<file path="config.mk">
export PLATFORM = sky130hd
export DESIGN_NAME = datagram_fragment_reassembler
export DESIGN_NICKNAME = d
export VERILOG_FILES = /design/src/rtl/core/dfr_pkg.sv /design/src/rtl/core/datagram_fragment_reassembler.sv
export SDC_FILE = /design/constraint.sdc
export NUM_CORES = 1
export LEC_CHECK = 0
export ABC_AREA = 1
export BUFFER_PORTS_ARGS = -buffer_cell sky130_fd_sc_hd__buf_2
export CORE_UTILIZATION = 25
export CTS_BUF_LIST = sky130_fd_sc_hd__clkbuf_8
export CTS_CLUSTER_DIAMETER = 120
export DETAILED_ROUTE_END_ITERATION = 6
export GPL_TIMING_DRIVEN = 0
export PLACE_DENSITY = 0.43
export SYNTH_ARGS = -nofsm -noshare
export SYNTH_HDL_FRONTEND = slang
export SYNTH_SLANG_ARGS = --single-unit
</file>
<file path="constraint.sdc">
create_clock -name i_clk -period 4.3 [get_ports i_clk]
set_input_delay 0.43 -clock i_clk [delete_from_list [all_inputs] [get_ports i_clk]]
set_output_delay 0.43 -clock i_clk [all_outputs]
set_load 0.1 [all_outputs]
</file>
<file path="src/rtl/core/dfr_pkg.sv">
`timescale 1ns / 1ps
`default_nettype none

package dfr_pkg;

    localparam int unsigned LENGTH_BITS_DEFAULT = 16;
    localparam int unsigned CFG_BITS            = 16;
    localparam int unsigned LEN_OUT_BITS        = 16;
    localparam int unsigned SEQ_BITS            = 9;

    localparam logic [CFG_BITS-1:0] MAX_BYTES_RESET = 16'hFFFF;

    localparam logic [7:0] TYPE_FIRST = 8'hF1;
    localparam logic [7:0] TYPE_NEXT  = 8'hF2;

    localparam logic [SEQ_BITS-1:0] SEQ_START = 9'd1;
    localparam logic [SEQ_BITS-1:0] SEQ_AFTER_FIRST = 9'd2;

    typedef enum logic [2:0] {
        EV_NONE     = 3'd0,
        EV_RESTART  = 3'd1,
        EV_COMPLETE = 3'd2,
        EV_SHORT    = 3'd3,
        EV_BADSEQ   = 3'd4,
        EV_BADTYPE  = 3'd5,
        EV_OVERFLOW = 3'd6
    } t_event;

    typedef enum logic [3:0] {
        PH_TYPE    = 4'b0001,
        PH_SEQ     = 4'b0010,
        PH_PAYLOAD = 4'b0100,
        PH_SKIP    = 4'b1000
    } t_phase;

endpackage

`default_nettype wire

</file>
<file path="src/rtl/core/datagram_fragment_reassembler.sv">
// Datagram fragment reassembler.
// Input channel: one datagram byte per transfer on i_valid / o_ready, with
// markers for the first and last byte of each datagram. Output channel: at
// most one result per input byte on o_valid / i_ready, carrying a payload
// byte, its valid flag, an event code and the message length so far.
// Every datagram begins with a type byte and a sequence byte; only payload
// bytes and the restart, complete and error events produce a result.
// The capacity register is written through i_cfg_we / i_cfg_data. The user
// must write it while no transfer is in flight; the block does not enforce it.
// A byte goes through an input register and then a result register, which
// offers its result. One byte is taken per cycle unless the receiver
// stalls: then the result register holds and the input register fills,
// after which o_ready drops until the result is taken.
// Reset clears both stages, returns the parser to the type byte, clears
// the message state and sets the capacity to 65535.
`timescale 1ns / 1ps
`default_nettype none

module datagram_fragment_reassembler #(
    parameter int unsigned LENGTH_BITS = dfr_pkg::LENGTH_BITS_DEFAULT
) (
    input  wire logic                          i_clk,
    input  wire logic                          i_rst_n,
    input  wire logic                          i_cfg_we,
    input  wire logic [dfr_pkg::CFG_BITS-1:0]  i_cfg_data,
    input  wire logic                          i_valid,
    output logic                               o_ready,
    input  wire logic [7:0]                    i_data_byte,
    input  wire logic                          i_first_of_datagram,
    input  wire logic                          i_last_of_datagram,
    output logic                               o_valid,
    input  wire logic                          i_ready,
    output logic [7:0]                         o_payload_byte,
    output logic                               o_byte_valid,
    output logic [2:0]                         o_event_res,
    output logic [dfr_pkg::LEN_OUT_BITS-1:0]   o_message_length
);
    import dfr_pkg::*;

    localparam int unsigned CW = (LENGTH_BITS > CFG_BITS) ? LENGTH_BITS : CFG_BITS;
    localparam int unsigned LW = (LENGTH_BITS > LEN_OUT_BITS) ? LENGTH_BITS : LEN_OUT_BITS;

    logic [CFG_BITS-1:0]    r_max_bytes;

    logic                   r_s1_valid;
    logic [7:0]             r_s1_byte;
    logic                   r_s1_first;
    logic                   r_s1_last;

    t_phase                 r_phase;
    logic                   r_frag_first;
    logic [SEQ_BITS-1:0]    r_exp_seq;
    logic [7:0]             r_final_seq;
    logic [LENGTH_BITS-1:0] r_gathered;

    logic                   r_out_valid;
    logic [7:0]             r_out_byte;
    logic                   r_out_bvalid;
    t_event                 r_out_event;
    logic [LEN_OUT_BITS-1:0] r_out_len;

    t_phase                 n_phase;
    logic                   n_frag_first;
    logic [SEQ_BITS-1:0]    n_exp_seq;
    logic [7:0]             n_final_seq;
    logic [LENGTH_BITS-1:0] n_gathered;

    logic                   res_en;
    logic [7:0]             res_byte;
    logic                   res_bvalid;
    t_event                 res_event;
    logic [LENGTH_BITS-1:0] res_len;
    logic [LW-1:0]          res_len_ext;

    t_phase                 cur_phase;
    logic                   advance;
    logic [CW-1:0]          cap_cfg;
    logic [CW-1:0]          cap_lim;
    logic [CW-1:0]          capacity;
    logic [CW-1:0]          gathered_ext;
    logic                   at_capacity;
    logic                   final_match;
    logic                   seq_match;
    logic [LENGTH_BITS-1:0] gathered_inc;

    assign advance = r_s1_valid && (!r_out_valid || i_ready);
    assign o_ready = !r_s1_valid || advance;

    assign cap_cfg      = CW'(r_max_bytes);
    assign cap_lim      = CW'({LENGTH_BITS{1'b1}});
    assign capacity     = (cap_cfg < cap_lim) ? cap_cfg : cap_lim;
    assign gathered_ext = CW'(r_gathered);
    assign at_capacity  = gathered_ext >= capacity;
    assign final_match  = {1'b0, r_final_seq} == r_exp_seq;
    assign seq_match    = {1'b0, r_s1_byte} == r_exp_seq;
    assign gathered_inc = r_gathered + LENGTH_BITS'(1);
    assign res_len_ext  = LW'(res_len);

    always_comb begin
        cur_phase    = r_s1_first ? PH_TYPE : r_phase;
        n_phase      = cur_phase;
        n_frag_first = r_frag_first;
        n_exp_seq    = r_exp_seq;
        n_final_seq  = r_final_seq;
        n_gathered   = r_gathered;
        res_en       = 1'b0;
        res_byte     = 8'd0;
        res_bvalid   = 1'b0;
        res_event    = EV_NONE;
        res_len      = r_gathered;
        case (cur_phase)
            PH_TYPE: begin
                if (r_s1_last) begin
                    res_en    = 1'b1;
                    res_event = EV_SHORT;
                    n_phase   = PH_TYPE;
                end else if (r_s1_byte == TYPE_FIRST || r_s1_byte == TYPE_NEXT) begin
                    n_frag_first = (r_s1_byte == TYPE_FIRST);
                    n_phase      = PH_SEQ;
                end else begin
                    res_en    = 1'b1;
                    res_event = EV_BADTYPE;
                    n_phase   = PH_SKIP;
                end
            end
            PH_SEQ: begin
                if (r_frag_first) begin
                    res_en       = 1'b1;
                    res_event    = EV_RESTART;
                    res_len      = '0;
                    n_frag_first = 1'b1;
                    n_final_seq  = r_s1_byte;
                    n_exp_seq    = SEQ_AFTER_FIRST;
                    n_gathered   = '0;
                    n_phase      = r_s1_last ? PH_TYPE : PH_PAYLOAD;
                end else if (!seq_match) begin
                    res_en    = 1'b1;
                    res_event = EV_BADSEQ;
                    n_phase   = r_s1_last ? PH_TYPE : PH_SKIP;
                end else if (!r_s1_last) begin
                    n_phase = PH_PAYLOAD;
                end else begin
                    n_phase = PH_TYPE;
                    if (final_match) begin
                        res_en    = 1'b1;
                        res_event = EV_COMPLETE;
                    end else begin
                        n_exp_seq = r_exp_seq + SEQ_BITS'(1);
                    end
                end
            end
            PH_PAYLOAD: begin
                res_en = 1'b1;
                if (at_capacity) begin
                    res_event = EV_OVERFLOW;
                    n_phase   = r_s1_last ? PH_TYPE : PH_SKIP;
                end else begin
                    res_byte   = r_s1_byte;
                    res_bvalid = 1'b1;
                    res_len    = gathered_inc;
                    n_gathered = gathered_inc;
                    if (r_s1_last) begin
                        n_phase = PH_TYPE;
                        if (!r_frag_first) begin
                            if (final_match) begin
                                res_event = EV_COMPLETE;
                            end else begin
                                n_exp_seq = r_exp_seq + SEQ_BITS'(1);
                            end
                        end
                    end
                end
            end
            PH_SKIP: begin
                if (r_s1_last) begin
                    n_phase = PH_TYPE;
                end
            end
            default: begin
                n_phase = PH_TYPE;
            end
        endcase
        // Every event except restart ends the message and clears its state.
        if (res_en && res_event != EV_NONE && res_event != EV_RESTART) begin
            n_frag_first = 1'b0;
            n_exp_seq    = SEQ_START;
            n_final_seq  = 8'd0;
            n_gathered   = '0;
        end
    end

    always_ff @(posedge i_clk) begin
        if (!i_rst_n) begin
            r_max_bytes <= MAX_BYTES_RESET;
        end else if (i_cfg_we) begin
            r_max_bytes <= i_cfg_data;
        end
    end

    always_ff @(posedge i_clk) begin
        if (!i_rst_n) begin
            r_s1_valid <= 1'b0;
        end else if (o_ready) begin
            r_s1_valid <= i_valid;
        end
    end

    always_ff @(posedge i_clk) begin
        if (o_ready && i_valid) begin
            r_s1_byte  <= i_data_byte;
            r_s1_first <= i_first_of_datagram;
            r_s1_last  <= i_last_of_datagram;
        end
    end

    always_ff @(posedge i_clk) begin
        if (!i_rst_n) begin
            r_phase      <= PH_TYPE;
            r_frag_first <= 1'b0;
            r_exp_seq    <= SEQ_START;
            r_final_seq  <= 8'd0;
            r_gathered   <= '0;
        end else if (advance) begin
            r_phase      <= n_phase;
            r_frag_first <= n_frag_first;
            r_exp_seq    <= n_exp_seq;
            r_final_seq  <= n_final_seq;
            r_gathered   <= n_gathered;
        end
    end

    always_ff @(posedge i_clk) begin
        if (!i_rst_n) begin
            r_out_valid <= 1'b0;
        end else if (advance && res_en) begin
            r_out_valid <= 1'b1;
        end else if (i_ready) begin
            r_out_valid <= 1'b0;
        end
    end

    always_ff @(posedge i_clk) begin
        if (advance && res_en) begin
            r_out_byte   <= res_byte;
            r_out_bvalid <= res_bvalid;
            r_out_event  <= res_event;
            r_out_len    <= res_len_ext[LEN_OUT_BITS-1:0];
        end
    end

    assign o_valid          = r_out_valid;
    assign o_payload_byte   = r_out_byte;
    assign o_byte_valid     = r_out_bvalid;
    assign o_event_res      = r_out_event;
    assign o_message_length = r_out_len;

`ifndef SYNTHESIS
    a_data_event: assert property (@(posedge i_clk) disable iff (!i_rst_n)
        (o_valid && o_byte_valid) |->
            (o_event_res == EV_NONE || o_event_res == EV_COMPLETE))
        else $error("Payload byte carries an error or restart event.");

    a_no_data_zero: assert property (@(posedge i_clk) disable iff (!i_rst_n)
        (o_valid && !o_byte_valid) |-> (o_payload_byte == 8'd0))
        else $error("Payload byte is not zero on an event-only result.");

    a_restart_len: assert property (@(posedge i_clk) disable iff (!i_rst_n)
        (o_valid && o_event_res == EV_RESTART) |-> (o_message_length == '0))
        else $error("Restart reports a nonzero message length.");
`endif

endmodule

`default_nettype wire

</file>
Word-level counts from Yosys, hierarchy flattened:

Cells that the tools add are included.

* input bits: 31
* word-level logic and storage cells: 108
* register bits: 94

* add/subtract/negate cells: 2
* eq/ne operators: 16
* reductions and logical operators: 20
* muxes and demuxes: 52
* bitwise logic cells: 1
* magnitude comparators: 2

Operator list (number)
* 9-bit two-way mux: 8
* 16-bit two-way mux: 4
* 4-bit two-way mux: 8
* 16-bit one-hot mux with 2 select lines: 1
* 3-bit two-way mux: 8
* 8-bit two-way mux: 3
* 8-bit by 9-bit equality test with 1-bit output: 2
* 9-bit one-hot mux with 2 select lines: 1
* 16-bit by 1-bit adder with 16-bit output, second input constant: 1
* 8-bit equality test, second input constant: 2
* 16-bit greater-or-equal comparator: 1
* 16-bit less-than comparator, second input constant: 1
* 4-bit one-hot mux with 4 select lines: 1
* 3-bit != test, second input constant: 5
* 1-bit two-way mux: 13
* 9-bit by 1-bit adder with 9-bit output, second input constant: 1
* 3-bit one-hot mux with 3 select lines: 1
* 3-bit nonzero test: 3
* 4-bit != test, second input constant: 2
* 7-bit AND reduction: 1
* 2-bit nonzero test: 3
* 1-bit logical AND: 5
* 4-bit by 1-bit equality test with 1-bit output, second input constant: 1
* 4-bit by 2-bit equality test with 1-bit output, second input constant: 1
* other kinds (12): 16

Longest topological paths before layout:

* word-level depth: 11
* mapped depth: 20

Least setup slack after synthesis:

OpenSTA, ideal clock, no wires.

* path kind: register -> register
* from: reg r_out_valid (netlist: o_valid)
* to: reg r_s1_byte[0], enable pin
* setup slack: 1.528 ns
* stages on the path, launching flop included: 4
* library setup time: 0.289 ns
* arrival: 2.484 ns
* cell sequence: dfxtp_1 > nand3_1 > nand2_1 > inv_1

* longest elaborated chain between the ends: 5

RTL lines
* start: declaration: line datagram_fragment_reassembler.sv:56 `logic r_out_valid;`
* start signal: assignment: line datagram_fragment_reassembler.sv:234 `r_out_valid <= 1'b0;`
* start signal: assignment: line datagram_fragment_reassembler.sv:236 `r_out_valid <= 1'b1;`
* start signal: assignment: line datagram_fragment_reassembler.sv:238 `r_out_valid <= 1'b0;`
* 1-bit zero test: line datagram_fragment_reassembler.sv:86 `assign advance = r_s1_valid && (!r_out_valid || i_ready);`
* 1-bit logical OR: line datagram_fragment_reassembler.sv:86
* 1-bit logical AND: line datagram_fragment_reassembler.sv:86
* 1-bit logical OR: line datagram_fragment_reassembler.sv:87 `assign o_ready = !r_s1_valid || advance;`
* via o_ready: line datagram_fragment_reassembler.sv:27 `output logic o_ready,`
* 1-bit logical AND: line datagram_fragment_reassembler.sv:209 `if (o_ready && i_valid) begin`
* end signal: assignment: line datagram_fragment_reassembler.sv:210 `r_s1_byte <= i_data_byte;`
* end: declaration: line datagram_fragment_reassembler.sv:46 `logic [7:0] r_s1_byte;`

The timed path passes the listed nets, and every way through them passes these cells.
A chain may end at the register's enable or synchronous reset.

Final worst setup path:

* from: reg r_exp_seq[0]
* to: reg r_out_event[0] (netlist: o_event_res[0]), enable pin

* longest elaborated chain between the ends: 7
* elaborated cells between the ends (all ways): 8
* those cells by class: eq/ne (2); mux (5); reduce/logical (1)

RTL lines
* start: declaration: line datagram_fragment_reassembler.sv:52 `logic [SEQ_BITS-1:0] r_exp_seq;`
* start signal: assignment: line datagram_fragment_reassembler.sv:226 `r_exp_seq <= n_exp_seq;`
* 8-bit by 9-bit equality test with 1-bit output: line datagram_fragment_reassembler.sv:94 `assign final_match = {1'b0, r_final_seq} == r_exp_seq;`
* 1-bit two-way mux: line datagram_fragment_reassembler.sv:144 `if (final_match) begin`
* 1-bit two-way mux: line datagram_fragment_reassembler.sv:140 `end else if (!r_s1_last) begin`
* 1-bit two-way mux (*): line datagram_fragment_reassembler.sv:136 `end else if (!seq_match) begin`
* 1-bit two-way mux (*): line datagram_fragment_reassembler.sv:127 `if (r_frag_first) begin`
* 1-bit one-hot mux with 3 select lines (*): line datagram_fragment_reassembler.sv:111 `case (cur_phase)`
* 1-bit logical AND (*): line datagram_fragment_reassembler.sv:243 `if (advance && res_en) begin`
* end signal: assignment: line datagram_fragment_reassembler.sv:246 `r_out_event <= res_event;`
* end: declaration: line datagram_fragment_reassembler.sv:59 `t_event r_out_event;`

Every way passes the cells marked *; elsewhere a longest branch is shown, timed or not.

==> flow_summary.yaml <==
placement:
  dp_cells: 1044
  io_buffers: 60
  dp_hpwl_um: 10900
  gp_congestion: 0.791
  post_dp_cell_area_um2: 5860
clocking:
  cts_tree: "done"
  numCtsBuffers: 9
  htree_num_levels: 3
  postCtsHoldBufs: 0
  clock-sinks: 94
  cts_root_buf: "clkbuf_8"
  cts_buffer_depth: 2
  postCtsSetupBuffers: 0
  clk_latency_ns: 0.39
  clk_pin_slew_ns: 0.10
  cts_resized: 0
sta:
  skew_ns: 0.0134
  setup_viol: 0
  min_period_ns: 3.07
  timing.fmax_mhz: 326
  slew_violations: 0
  fin_setup_tns_ns: 0
  worst_pin_slew_ns: 1.17
  fin_crit_sh_pct: 71.4
  slew_headroom_pct: 21.7
  grt_setup_unrepaired: "false"
  hold_viol_final: 0
global_route:
  grt_max_degree: 29
  antenna_found_initial: 0
  grt_pass1_vias: 4177
  grt_overflow_total: 0
  grtUsageTotal_pct: 14.0
  grt_pass1_wl_um: 23100
die:
  chipWidth_um: 147
  dieHeight_um: 147
  start_util_pct: 25.6
  ios: 61
  rows: 52
  die_area_um2: 21500
  core-area_um2: 20400
logic_synthesis:
  ys_ff_latch: 94
  syn_inst: 714
  yosys_warnings: 0
  synth_fp_nets: 763
  syn_area_per_cell_um2: 7.31
  post_synth_num_cell_types: 35
  yosysSeqAreaShare_pct: 43.3
  synth_edf_count: 38
  ys.flop_type: "dfxtp_1"
  yosys-top-cells-area: "edfxtp_1 22%, dfxtp_1 21%, nand2_1 14%"
  synthDominantCellAreaShare_pct: 21.8
  synth.largest_area_cell: "edfxtp_1"
  syn_area_um2: 5220
  ys_async_sr_fraction_pct: 0
worst_setup_path:
  path_class: "reg -> reg"
  crit_path_end_kind: "register"
  crit_fanout: 28
  worst-endpoint-required_ns: 4.30
  critical_path_arrival_ns: 3.07
  r2r-start: "r_exp_seq[0]"
  reg2reg_to: "o_event_res[0]"
  reg2reg_depth: 11
  rrSetupSlack_ns: 1.23
  startpoint_type: "register"
routing:
  postRouteAntennaNets: 0
  drc: 0
  dr.pass1.iters: 5
  met1_length_um: 8100
  wl_met3_um: 400
  top_layer: "met4"
  avgViaCountPerCell: 4.32
  wl_per_cell_um: 13.8
  wl_um: 14600
  wl_met2_um: 5880
  num_vias: 4580
  drtIter0Drc: 356
finish:
  diodes: 0
  drive_above_1_share_pct: 15.2
  final_nets: 834
  fin_area_um2: 6040
  area_delta_synth_final_pct: 15.7
  instances_no_fill: 1060
min_path:
  hold_path_end: "r_s1_byte[5]"
  hp-start: "i_data_byte[5]"
  min_delay_path_depth: 1
  holdCritPathClass: "in -> reg"
power_and_ir_drop:
  power.total_w: 0.00191
  cellPowerDensity_nw_per_um2: 317
  p_leak_nw: 2.73
  ir_worst_vdd_mv: 0.111
status:
  status: "completed"
flow_run:
  max_cap_violations: 0
## critical path, stage by stage, from the launching register on
cell and delay, ns:
dfxtp_1 0.49, inv_2 0.12, nand2_1 0.08, nand3_1 0.07
nor2_1 0.23, nand3_4 0.16, buf_2 0.22, o21ai_0 0.19
nand2_1 0.07, nand2_1 0.07, nand2_1 0.09, inv_1 0.88
## cell usage in the layout, fill, tap and decap left out
cell type / n
nand2_1: 195
nor2_1: 83
inv_1: 70
buf_2: 69
a21oi_1: 61
dfxtp_1: 56
nand3_1: 52
o21ai_0: 44
edfxtp_1: 38
ha_1: 18
xor2_1: 14
inv_2: 13
clkbuf_8: 10
clkbuf_1: 9
nor3_1: 7
nand4_1: 5
buf_1: 5
o21ai_1: 4
nand3_2: 4
nand2_4: 3
nor2_4: 3
nor2_2: 3
o22ai_1: 2
nand2_2: 2
buf_6: 2
and2_1: 2
inv_6: 2
clkinvlp_4: 2
nor3_2: 1
nand3_4: 1
o21a_1: 1
xnor2_1: 1
o21bai_1: 1
nor2_8: 1
or2_2: 1
buf_4: 1
nand3b_1: 1
o221ai_1: 1
clkinv_2: 1
inv_4: 1
## through the flow
stage | worst slack [ns] | util [%] | hold WS, ns
3_3_place_gp | 1.19 | 28.8 | 0.448
2_1_floorplan | 1.53 | - | 0.429
5_1_grt | 0.902 | 29.7 | 0.186
4_1_cts | 1.15 | 29.7 | 0.186
3_5_place_dp | 1.16 | 28.8 | 0.454
6_report | 1.23 | 29.7 | 0.208
## cell usage after synthesis, drive strengths merged, types with 9 or more instances
library cell / n
a21oi: 61
edfxtp: 38
clkbuf: 9
dfxtp: 56
ha: 18
xor2: 14
o21ai: 48
inv: 83
nor2: 90
nand2: 200
nand3: 57
buf: 17
## report_power, final
| part | internal, W | switching (W) |
|---|---|---|
| combinational | 0.0000841 | 0.000253 |
| clock | 0.000230 | 0.000349 |
| sequential | 0.000970 | 0.0000257 |
## logic make-up after synthesis
logic type | count (synthesis) | synth area share, %
buffers and inverters | 109 | 8.41
AO/OA/AOI/OAI | 114 | 11.1
flip-flops | 94 | 43.3
adder cells (fa/ha/maj) | 18 | 4.31
XOR/XNOR | 15 | 2.52
AND/OR/NAND/NOR | 364 | 30.3
## registers in the layout, indices dropped and copies added, names as in the netlist, 3 cells and up
register	count
cap_cfg	16
o_message_length	16
o_event_res	3
r_final_seq	8
r_phase	4
r_exp_seq	9
gathered_ext	16
r_s1_byte	8
o_payload_byte	8
## final cells by class
class                           count  area [um2]
Buffer                             26         128
Clock buffer                       10         138
Clock inverter                      6        43.8
Fill cell                        2253       14300
Inverter                           83         312
Multi-Input combinational cell    511        2520
Sequential cell                    94        2260
Tap cell                          270         338
Timing Repair Buffer               60         300
## routing by layer
layer	vias up	global-route usage [%]
met3	15	2.25
met1	2049	21.3
met2	70	19.6
met5	-	0
met4	0	4.90
li1	2446	-
## worst max-delay path by stage
stage / from / endpoint / slack [ns] / cells past startpoint
after floorplan: o_valid / r_s1_byte[0] / 1.53 / 3
after global placement: r_exp_seq[0] / o_event_res[2] / 1.19 / 11
after detailed placement: r_exp_seq[3] / o_event_res[2] / 1.16 / 11
after CTS: r_exp_seq[0] / o_payload_byte[4] / 1.15 / 11
after global routing: r_exp_seq[1] / o_payload_byte[4] / 0.90 / 13
final: r_exp_seq[0] / o_event_res[0] / 1.23 / 11
Note: power is estimated with default switching activity, not from simulation.
